--- src/design/lrfc_pkg.sv ---
// Shared types, codes, reset values and the CRC-32 byte step for the log record frame checker.
package lrfc_pkg;

    // Configuration register indexes
    localparam logic [1:0] CFG_EXPECTED_MAGIC     = 2'd0;
    localparam logic [1:0] CFG_KEY_LENGTH_LIMIT   = 2'd1;
    localparam logic [1:0] CFG_VALUE_LENGTH_LIMIT = 2'd2;

    // Configuration reset values
    localparam logic [31:0] MAGIC_RESET       = 32'hABCD1234;
    localparam logic [15:0] KEY_LIMIT_RESET   = 16'd1024;
    localparam logic [23:0] VALUE_LIMIT_RESET = 24'd1048576;

    // Result kinds
    localparam logic [1:0] KIND_HEADER  = 2'd0;
    localparam logic [1:0] KIND_RECORD  = 2'd1;
    localparam logic [1:0] KIND_ERROR   = 2'd2;
    localparam logic [1:0] KIND_SUMMARY = 2'd3;

    // Error codes
    localparam logic [1:0] ERR_NONE      = 2'd0;
    localparam logic [1:0] ERR_TOO_SMALL = 2'd1;
    localparam logic [1:0] ERR_BAD_MAGIC = 2'd2;
    localparam logic [1:0] ERR_BAD_LENGTH = 2'd3;

    // Byte counter: wide enough for key plus value length within the limits
    localparam int COUNT_W = 25;
    localparam logic [COUNT_W-1:0] HEADER_BYTES      = 25'd8;
    localparam logic [COUNT_W-1:0] RECORD_HEAD_BYTES = 25'd13;
    localparam logic [COUNT_W-1:0] STORED_CRC_BYTES  = 25'd4;
    localparam logic [COUNT_W-1:0] TYPE_BYTE_POS     = 25'd4;
    localparam logic [COUNT_W-1:0] KEY_LEN_END       = 25'd9;

    localparam logic [47:0] FIRST_RECORD_OFFSET = 48'd8;
    localparam logic [31:0] CRC_POLY            = 32'hEDB88320;
    localparam logic [31:0] CRC_INIT            = 32'hFFFFFFFF;

    localparam int RESULT_QUEUE_DEPTH = 4;

    typedef struct packed {
        logic [31:0] expected_magic;
        logic [15:0] key_length_limit;
        logic [23:0] value_length_limit;
    } cfg_t;

    typedef struct packed {
        logic [1:0]  result_kind;
        logic [1:0]  error_code;
        logic [31:0] version;
        logic [47:0] record_offset;
        logic [7:0]  record_type;
        logic [31:0] key_length;
        logic [31:0] value_length;
        logic        crc_ok;
        logic [31:0] stored_checksum;
        logic [31:0] records_seen;
        logic [31:0] corrupt_seen;
        logic        last_of_run;
    } result_t;

    // Results produced by one byte, in order
    typedef struct packed {
        logic [1:0] count;
        result_t    first;
        result_t    second;
    } push_t;

    // Reflected CRC-32 over one byte
    function automatic logic [31:0] crc32_byte(input logic [31:0] crc, input logic [7:0] b);
        logic [31:0] c;
        c = crc ^ {24'd0, b};
        for (int i = 0; i < 8; i++)
        begin
            c = c[0] ? ((c >> 1) ^ CRC_POLY) : (c >> 1);
        end
        return c;
    endfunction

    function automatic logic [31:0] sat_inc32(input logic [31:0] v);
        return (v == 32'hFFFFFFFF) ? v : v + 32'd1;
    endfunction

endpackage

--- src/design/lrfc_parser.sv ---
// Byte-level header and record deframer with running CRC-32; one byte per cycle.
module lrfc_parser (
    input  logic            clk,
    input  logic            rst_n,
    input  logic            in_fire,
    input  logic [7:0]      data_byte,
    input  logic            final_byte,
    input  lrfc_pkg::cfg_t  cfg,
    output lrfc_pkg::push_t push
);
    import lrfc_pkg::*;

    typedef enum logic [4:0] {
        PH_HEADER  = 5'b00001,
        PH_RECHEAD = 5'b00010,
        PH_BODY    = 5'b00100,
        PH_HALT    = 5'b01000,
        PH_DRAIN   = 5'b10000
    } phase_t;

    phase_t             phase_reg, phase_next;
    logic [COUNT_W-1:0] count_reg, count_next;
    logic [COUNT_W-1:0] body_len_reg, body_len_next;
    logic [31:0]        header_reg, header_next;
    logic [31:0]        version_reg, version_next;
    logic [31:0]        stored_reg, stored_next;
    logic [31:0]        crc_reg, crc_next;
    logic [7:0]         type_reg, type_next;
    logic [31:0]        key_len_reg, key_len_next;
    logic [31:0]        value_len_reg, value_len_next;
    logic [47:0]        file_pos_reg, file_pos_next;
    logic [47:0]        rec_start_reg, rec_start_next;
    logic [31:0]        rec_total_reg, rec_total_next;
    logic [31:0]        corrupt_reg, corrupt_next;

    logic [31:0]        crc_step;
    logic [COUNT_W-1:0] count_inc;
    logic [COUNT_W-1:0] body_sum;
    logic               finish;
    logic               crc_match;
    logic               main_valid;
    logic               fin_valid;
    result_t            main_res;
    result_t            fin_res;

    // Next-state and result logic for the byte at the input
    always_comb
    begin
        phase_next     = phase_reg;
        count_next     = count_reg;
        body_len_next  = body_len_reg;
        header_next    = header_reg;
        version_next   = version_reg;
        stored_next    = stored_reg;
        crc_next       = crc_reg;
        type_next      = type_reg;
        key_len_next   = key_len_reg;
        value_len_next = value_len_reg;
        file_pos_next  = file_pos_reg;
        rec_start_next = rec_start_reg;
        rec_total_next = rec_total_reg;
        corrupt_next   = corrupt_reg;
        main_valid     = 1'b0;
        main_res       = '0;
        fin_valid      = 1'b0;
        fin_res        = '0;
        finish         = 1'b0;
        crc_match      = 1'b0;
        crc_step       = crc32_byte(crc_reg, data_byte);
        count_inc      = count_reg + 25'd1;
        body_sum       = '0;

        unique case (phase_reg)
            PH_HEADER:
            begin
                if (count_reg < STORED_CRC_BYTES)
                    header_next = {data_byte, header_reg[31:8]};
                else
                    version_next = {data_byte, version_reg[31:8]};
                count_next = count_inc;
                if (count_inc == HEADER_BYTES)
                begin
                    count_next = '0;
                    main_valid = 1'b1;
                    if (header_next != cfg.expected_magic)
                    begin
                        main_res.result_kind = KIND_ERROR;
                        main_res.error_code  = ERR_BAD_MAGIC;
                        phase_next           = PH_HALT;
                    end
                    else
                    begin
                        main_res.result_kind = KIND_HEADER;
                        main_res.version     = version_next;
                        phase_next           = PH_RECHEAD;
                    end
                end
            end
            PH_RECHEAD:
            begin
                if (count_reg < STORED_CRC_BYTES)
                    stored_next = {data_byte, stored_reg[31:8]};
                else
                begin
                    crc_next = crc_step;
                    if (count_reg == TYPE_BYTE_POS)
                        type_next = data_byte;
                    else if (count_reg < KEY_LEN_END)
                        key_len_next = {data_byte, key_len_reg[31:8]};
                    else
                        value_len_next = {data_byte, value_len_reg[31:8]};
                end
                count_next = count_inc;
                body_sum   = COUNT_W'(key_len_next[15:0]) + value_len_next[COUNT_W-1:0];
                if (count_inc == RECORD_HEAD_BYTES)
                begin
                    count_next = '0;
                    if (key_len_next > {16'd0, cfg.key_length_limit}
                        || value_len_next > {8'd0, cfg.value_length_limit})
                    begin
                        main_valid               = 1'b1;
                        main_res.result_kind     = KIND_ERROR;
                        main_res.error_code      = ERR_BAD_LENGTH;
                        main_res.record_offset   = rec_start_reg;
                        main_res.record_type     = type_next;
                        main_res.key_length      = key_len_next;
                        main_res.value_length    = value_len_next;
                        main_res.stored_checksum = stored_next;
                        phase_next               = PH_DRAIN;
                    end
                    else if (body_sum == '0)
                        finish = 1'b1;
                    else
                    begin
                        body_len_next = body_sum;
                        phase_next    = PH_BODY;
                    end
                end
            end
            PH_BODY:
            begin
                crc_next   = crc_step;
                count_next = count_inc;
                if (count_inc >= body_len_reg)
                    finish = 1'b1;
            end
            PH_HALT, PH_DRAIN:
            begin
            end
            default:
            begin
            end
        endcase

        // Close a complete record
        if (finish)
        begin
            crc_match      = ((crc_next ^ CRC_INIT) == stored_next);
            rec_total_next = sat_inc32(rec_total_reg);
            if (!crc_match)
                corrupt_next = sat_inc32(corrupt_reg);
            main_valid               = 1'b1;
            main_res.result_kind     = KIND_RECORD;
            main_res.record_offset   = rec_start_reg;
            main_res.record_type     = type_next;
            main_res.key_length      = key_len_next;
            main_res.value_length    = value_len_next;
            main_res.crc_ok          = crc_match;
            main_res.stored_checksum = stored_next;
            main_res.records_seen    = rec_total_next;
            main_res.corrupt_seen    = corrupt_next;
            rec_start_next           = file_pos_reg + 48'd1;
            phase_next               = PH_RECHEAD;
            count_next               = '0;
            crc_next                 = CRC_INIT;
        end

        // End of file: report unless halted; return to the start-of-file state
        if (final_byte)
        begin
            if (phase_next == PH_HEADER)
            begin
                fin_valid           = 1'b1;
                fin_res.result_kind = KIND_ERROR;
                fin_res.error_code  = ERR_TOO_SMALL;
            end
            else if (phase_next != PH_HALT)
            begin
                fin_valid            = 1'b1;
                fin_res.result_kind  = KIND_SUMMARY;
                fin_res.records_seen = rec_total_next;
                fin_res.corrupt_seen = corrupt_next;
            end
            phase_next     = PH_HEADER;
            count_next     = '0;
            body_len_next  = '0;
            header_next    = '0;
            version_next   = '0;
            stored_next    = '0;
            crc_next       = CRC_INIT;
            type_next      = '0;
            key_len_next   = '0;
            value_len_next = '0;
            file_pos_next  = '0;
            rec_start_next = FIRST_RECORD_OFFSET;
            rec_total_next = '0;
            corrupt_next   = '0;
        end
        else
            file_pos_next = file_pos_reg + 48'd1;
    end

    // Order the results of this byte; the last one carries the run marker
    always_comb
    begin
        push = '0;
        if (in_fire)
        begin
            if (main_valid && fin_valid)
            begin
                push.count              = 2'd2;
                push.first              = main_res;
                push.second             = fin_res;
                push.second.last_of_run = 1'b1;
            end
            else if (main_valid)
            begin
                push.count             = 2'd1;
                push.first             = main_res;
                push.first.last_of_run = 1'b1;
            end
            else if (fin_valid)
            begin
                push.count             = 2'd1;
                push.first             = fin_res;
                push.first.last_of_run = 1'b1;
            end
        end
    end

    // Parser state
    always_ff @(posedge clk or negedge rst_n)
    begin
        if (!rst_n)
        begin
            phase_reg     <= PH_HEADER;
            count_reg     <= '0;
            body_len_reg  <= '0;
            header_reg    <= '0;
            version_reg   <= '0;
            stored_reg    <= '0;
            crc_reg       <= CRC_INIT;
            type_reg      <= '0;
            key_len_reg   <= '0;
            value_len_reg <= '0;
            file_pos_reg  <= '0;
            rec_start_reg <= FIRST_RECORD_OFFSET;
            rec_total_reg <= '0;
            corrupt_reg   <= '0;
        end
        else if (in_fire)
        begin
            phase_reg     <= phase_next;
            count_reg     <= count_next;
            body_len_reg  <= body_len_next;
            header_reg    <= header_next;
            version_reg   <= version_next;
            stored_reg    <= stored_next;
            crc_reg       <= crc_next;
            type_reg      <= type_next;
            key_len_reg   <= key_len_next;
            value_len_reg <= value_len_next;
            file_pos_reg  <= file_pos_next;
            rec_start_reg <= rec_start_next;
            rec_total_reg <= rec_total_next;
            corrupt_reg   <= corrupt_next;
        end
    end

endmodule

--- config.mk ---
export PLATFORM = sky130hd
export DESIGN_NAME = lrfc_parser
export DESIGN_NICKNAME = d
export VERILOG_FILES = /design/src/design/lrfc_pkg.sv /design/src/design/lrfc_parser.sv
export SDC_FILE = /design/constraint.sdc
export NUM_CORES = 2
export LEC_CHECK = 0
export ABC_AREA = 0
export BUFFER_PORTS_ARGS = -buffer_cell sky130_fd_sc_hd__buf_2
export CAP_MARGIN = 20
export CORE_ASPECT_RATIO = 0.6
export CORE_MARGIN = 2
export CORE_UTILIZATION = 45
export DETAILED_ROUTE_END_ITERATION = 12
export PLACE_DENSITY = 0.71
export RECOVER_POWER = 25
export SYNTH_ARGS = -nofsm -noshare
export SYNTH_HDL_FRONTEND = slang
export SYNTH_SLANG_ARGS = --single-unit
--- constraint.sdc ---
create_clock -name clk -period 8.8 [get_ports clk]
set_input_delay 0.44 -clock clk [delete_from_list [all_inputs] [get_ports clk]]
set_output_delay 0.44 -clock clk [all_outputs]
set_load 0.005 [all_outputs]
==> impl_results.md <==
* Outcome: finished with violations
* Violated checks: max-capacitance violations, max-slew violations
* Fraction of power consumed by the clock network at between 30% and 40%
* Cell Pwr Density at roughly 140 nW/um2
* Library cell contributing the largest single delay on the critical path: sky130_fd_sc_hd__a21oi_4
* Worst r2r path cells at 20
* Top cell family by delay on the critical path: simple AND/OR/NAND/NOR gates
* Internal cell power at 0.00356 W
* Setup Skew at 0.0263 ns
* Net switching fraction of the power at approximately 33%
* Standard-cell rows at 78
* Crit path buf inv count at 5
* Leading post-synthesis cells by cell area: sky130_fd_sc_hd__dfrtp_1, sky130_fd_sc_hd__buf_4, sky130_fd_sc_hd__nand2_1
* Number of global-route vias before repair at approximately 30000
* Count of final max-slew check failures at between 200 and 250
* Overflow after GRT at 0
* Yosys top cell by area: sky130_fd_sc_hd__dfrtp_1
* Most frequent cells in the layout: sky130_fd_sc_hd__buf_2, sky130_fd_sc_hd__dfrtp_1, sky130_fd_sc_hd__nand2_1, sky130_fd_sc_hd__nand3_1, sky130_fd_sc_hd__a21oi_1
* Area fraction in compound gates after synthesis at between 20% and 30%
* Ordered list of cells on the worst path: nor4_4, nand4_2, buf_4, or3_1, buf_4, mux2i_1, inv_1, ha_1, a21oi_1, a21oi_1, a211oi_1, nand2_1, xor2_1, nor4_1, and4_1, nand4_2, a21oi_4, buf_4, a32oi_1, mux2i_1, buf_2
* Sort of element at the end of the critical path: primary output
* Die area at roughly 80000 um2
* Maximum Capacitance Violations at 3
* Number of buffers inserted during clock tree synthesis at between 40 and 50
* Area growth from synthesis to layout at 10.1%
* Detail Route Antenna Nets at 0
* DPL Wire Length at roughly 85 mm
* Average footprint of a synthesized cell at between 8 and 9 um2
* Cell chosen for the clock root: sky130_fd_sc_hd__clkbuf_16
* Synthesized-area fraction occupied by xor and xnor cells at slightly below 8%
* Clock buffer depth at 3
* Total Neg Setup Slack at 0 ns
* Number of top-level design ports at 594
* Unrepaired setup endpoints after global routing: no
* Later-pin clock latency in the skew report at 0.62 ns
* Post-synthesis adder-cell area fraction at 3.33%
* Post-route insts no fill at approximately 5300
* Power dissipated by switching net loads at ~0.0017 W
* Post-layout min period at approximately 8.5 ns
* Worst path depth at 21
* Path type of the worst setup path: register to primary output
* Post-synthesis cell type count at between 100 and 150
* Sequential Power Share at 41.0%
* Chip height at ~220 um
* Gpl congestion at approximately 1
* Multiplexer area fraction after synthesis at under 10%
* Sequential fraction of the synthesis area at a little under a third
* Arrival @ worst endpoint at approximately 8 ns
* Slack of the worst reg-to-reg path at 1.29 ns
* Proportion of layout cells with a drive suffix above 1 at between 15 and 20%
* CP max FO at 29
* Initial cell density of the core at around 45%
* Number of synthesized flops with an enable pin at 0
* Drt drc at 0
* Hold path cells at 2
* Area share of the largest cell type after synthesis at between 20 and 30%
* Total count of hold-check failures in the final report at 0
* Largest net degree at the start of global routing at approximately 170
* Total Nets Final at between 4000 and 5000
* Final critical-path share of the clock period at slightly below 100%
* Proportion of register bits with asynchronous set or reset after synthesis at between 90% and 100%
* Number of DRC markers in iteration 0 at ~4500
* Wirelength, routed at 121 mm
* Max frequency at 0.118 GHz
* Port Buffer Count at between 400 and 500
* End point of the most critical hold path: stored_reg[25]
* Avg Vias per Cell at roughly 6.3
* Die W at between 300 and 400 um
* Area of the mapped netlist at 34000 um2
* Leakage power at about 17 nW
* Clock Pin Slew Worst Setup and Hold Paths at 0.06 ns
* Deepest level of the CTS H-tree at 2
* Final setup vio count at 0
* Final instance area at ~37000 um2
* IR drop worst, VDD at 0.000116 V
* Worst min-delay path startpoint: final_byte
* Hold Path Class: primary input to register
* Worst hold slack at between 0.1 and 0.15 ns
* Worst Tran Pin Value at between 6 and 7 ns
* Category of the worst setup path launch point: register
* Clock tree from TritonCTS: built
* Post-CTS repair timing setup buffer count at 0
* Worst flop-to-flop path endpoint: crc_reg[26]
* Main combinational cell family by area after synthesis: compound AO/OA/AOI/OAI gates
* Share of power burned in combinational logic at about a fifth
* Total global-route track usage at ~30%
* Most common cell after layout, fill and taps aside: sky130_fd_sc_hd__buf_2
* Warnings from Yosys at 0
* Beginning of the worst register-to-register path: count_reg[17]
* Dominant register cell in the synthesized netlist: sky130_fd_sc_hd__dfrtp_1
* Sinks on the clock net at around 420
* Antenna violations before repair at 4
* Detailed-route via count at ~33000
* Flops & latches, synth at about 420
* Most common cell on crit path: sky130_fd_sc_hd__buf_4
* Core area at 75100 um2
* Total placed cells including tap cells at ~5200
* FILL cells at ~7200
* Largest stage delay on the critical path at 0.90 ns
* Number of instances in the synthesized netlist at 4122
* Max transition margin at -306%
* Required time of the critical path at 8.36 ns
* Area fraction in and, or, nand and nor cells after synthesis at between 20% and 30%
* Average detailed-routed wire length per instance at 22.8 um
* First-pass GRT wire length at roughly 180 mm
* Standard cell area after detailed placement at between 30000 and 40000 um2
* Detailed-routing iteration count for the pre-antenna-repair pass at 6
==> synthesized netlist by cell type, types with 34 or more instances <==
master                      number
sky130_fd_sc_hd__a211oi_1       59
sky130_fd_sc_hd__a21oi_1       227
sky130_fd_sc_hd__a22o_1         90
sky130_fd_sc_hd__a22oi_1        64
sky130_fd_sc_hd__a31oi_1        79
sky130_fd_sc_hd__and2_1         73
sky130_fd_sc_hd__and3_1         37
sky130_fd_sc_hd__buf_2          60
sky130_fd_sc_hd__buf_4         190
sky130_fd_sc_hd__clkbuf_1      302
sky130_fd_sc_hd__dfrtp_1       381
sky130_fd_sc_hd__dfstp_2        34
sky130_fd_sc_hd__ha_1           89
sky130_fd_sc_hd__inv_1         178
sky130_fd_sc_hd__mux2i_1       115
sky130_fd_sc_hd__nand2_1       377
sky130_fd_sc_hd__nand3_1       228
sky130_fd_sc_hd__nand4_1        79
sky130_fd_sc_hd__nor2_1        216
sky130_fd_sc_hd__nor3_1         59
sky130_fd_sc_hd__nor4_1         47
sky130_fd_sc_hd__o21ai_0       166
sky130_fd_sc_hd__o2bb2ai_1      71
sky130_fd_sc_hd__o31ai_1        66
sky130_fd_sc_hd__or3_1          64
sky130_fd_sc_hd__or4_1          38
sky130_fd_sc_hd__xnor2_1       113
sky130_fd_sc_hd__xor2_1         98
==> per-layer routing <==
metal	global-route usage [%]	vias up	part of all wire, %
met5	0	-	0
met4	8.26	0	2.8
met3	7.25	227	12
met2	40.3	1877	41
met1	45.9	16200	45
li1	-	14900	-
==> timing repair <==
item,4_1_cts,5_1_grt
gates resized for setup,0,8
endpoints found under the hold margin,97,0
hold buffers,1,0
setup endpoints to repair,0,109
==> power groups by stage <==
stage / Combinational, W / Clock (W) / Sequential [W]
finish: 0.00103 / 0.00210 / 0.00218
global route: 0.00111 / 0.00221 / 0.00219
CTS: 0.000991 / 0.00213 / 0.00217
detailed placement: 0.000986 / 0 / 0.00220
global placement: 0.000972 / 0 / 0.00220
floorplan: 0.000804 / 0 / 0.00211
==> kinds of logic after synthesis <==
family	count (synthesis)
AO/OA/AOI/OAI	1117
XOR/XNOR	249
adder cells (fa/ha/maj)	90
buffers and inverters	754
flip-flops	415
multiplexers	143
other	1
AND/OR/NAND/NOR	1353
==> area by class of cell <==
type	count	area, um2	area share, %
Timing Repair Buffer	488	2720	7.27
Clock inverter	18	303	0.808
Multi-Input combinational cell	3138	20800	55.5
Antenna cell	1	2.50	0.00668
Sequential cell	415	10400	27.8
Clock buffer	64	1290	3.44
Inverter	179	679	1.81
Tap cell	1000	1250	3.34
==> through the flow <==
step,worst slack (ns),power (W),utilization [%]
2_1_floorplan,1.69,0.00291,-
3_5_place_dp,0.866,0.00319,47.6
6_report,0.321,0.00530,49.8
5_1_grt,0.0112,0.00552,49.8
3_3_place_gp,1.05,0.00317,47.6
4_1_cts,0.175,0.00529,49.7
==> worst max-delay path by stage <==
stage	start	end	slack, ns
floorplan	count_reg[0]	push[297]	1.69
global placement	count_reg[17]	push[33]	1.05
detailed placement	count_reg[17]	push[7]	0.87
CTS	count_reg[17]	push[15]	0.18
global route	count_reg[15]	push[296]	0.01
finish	count_reg[17]	push[318]	0.32
Power figures use the tool's default switching activity.
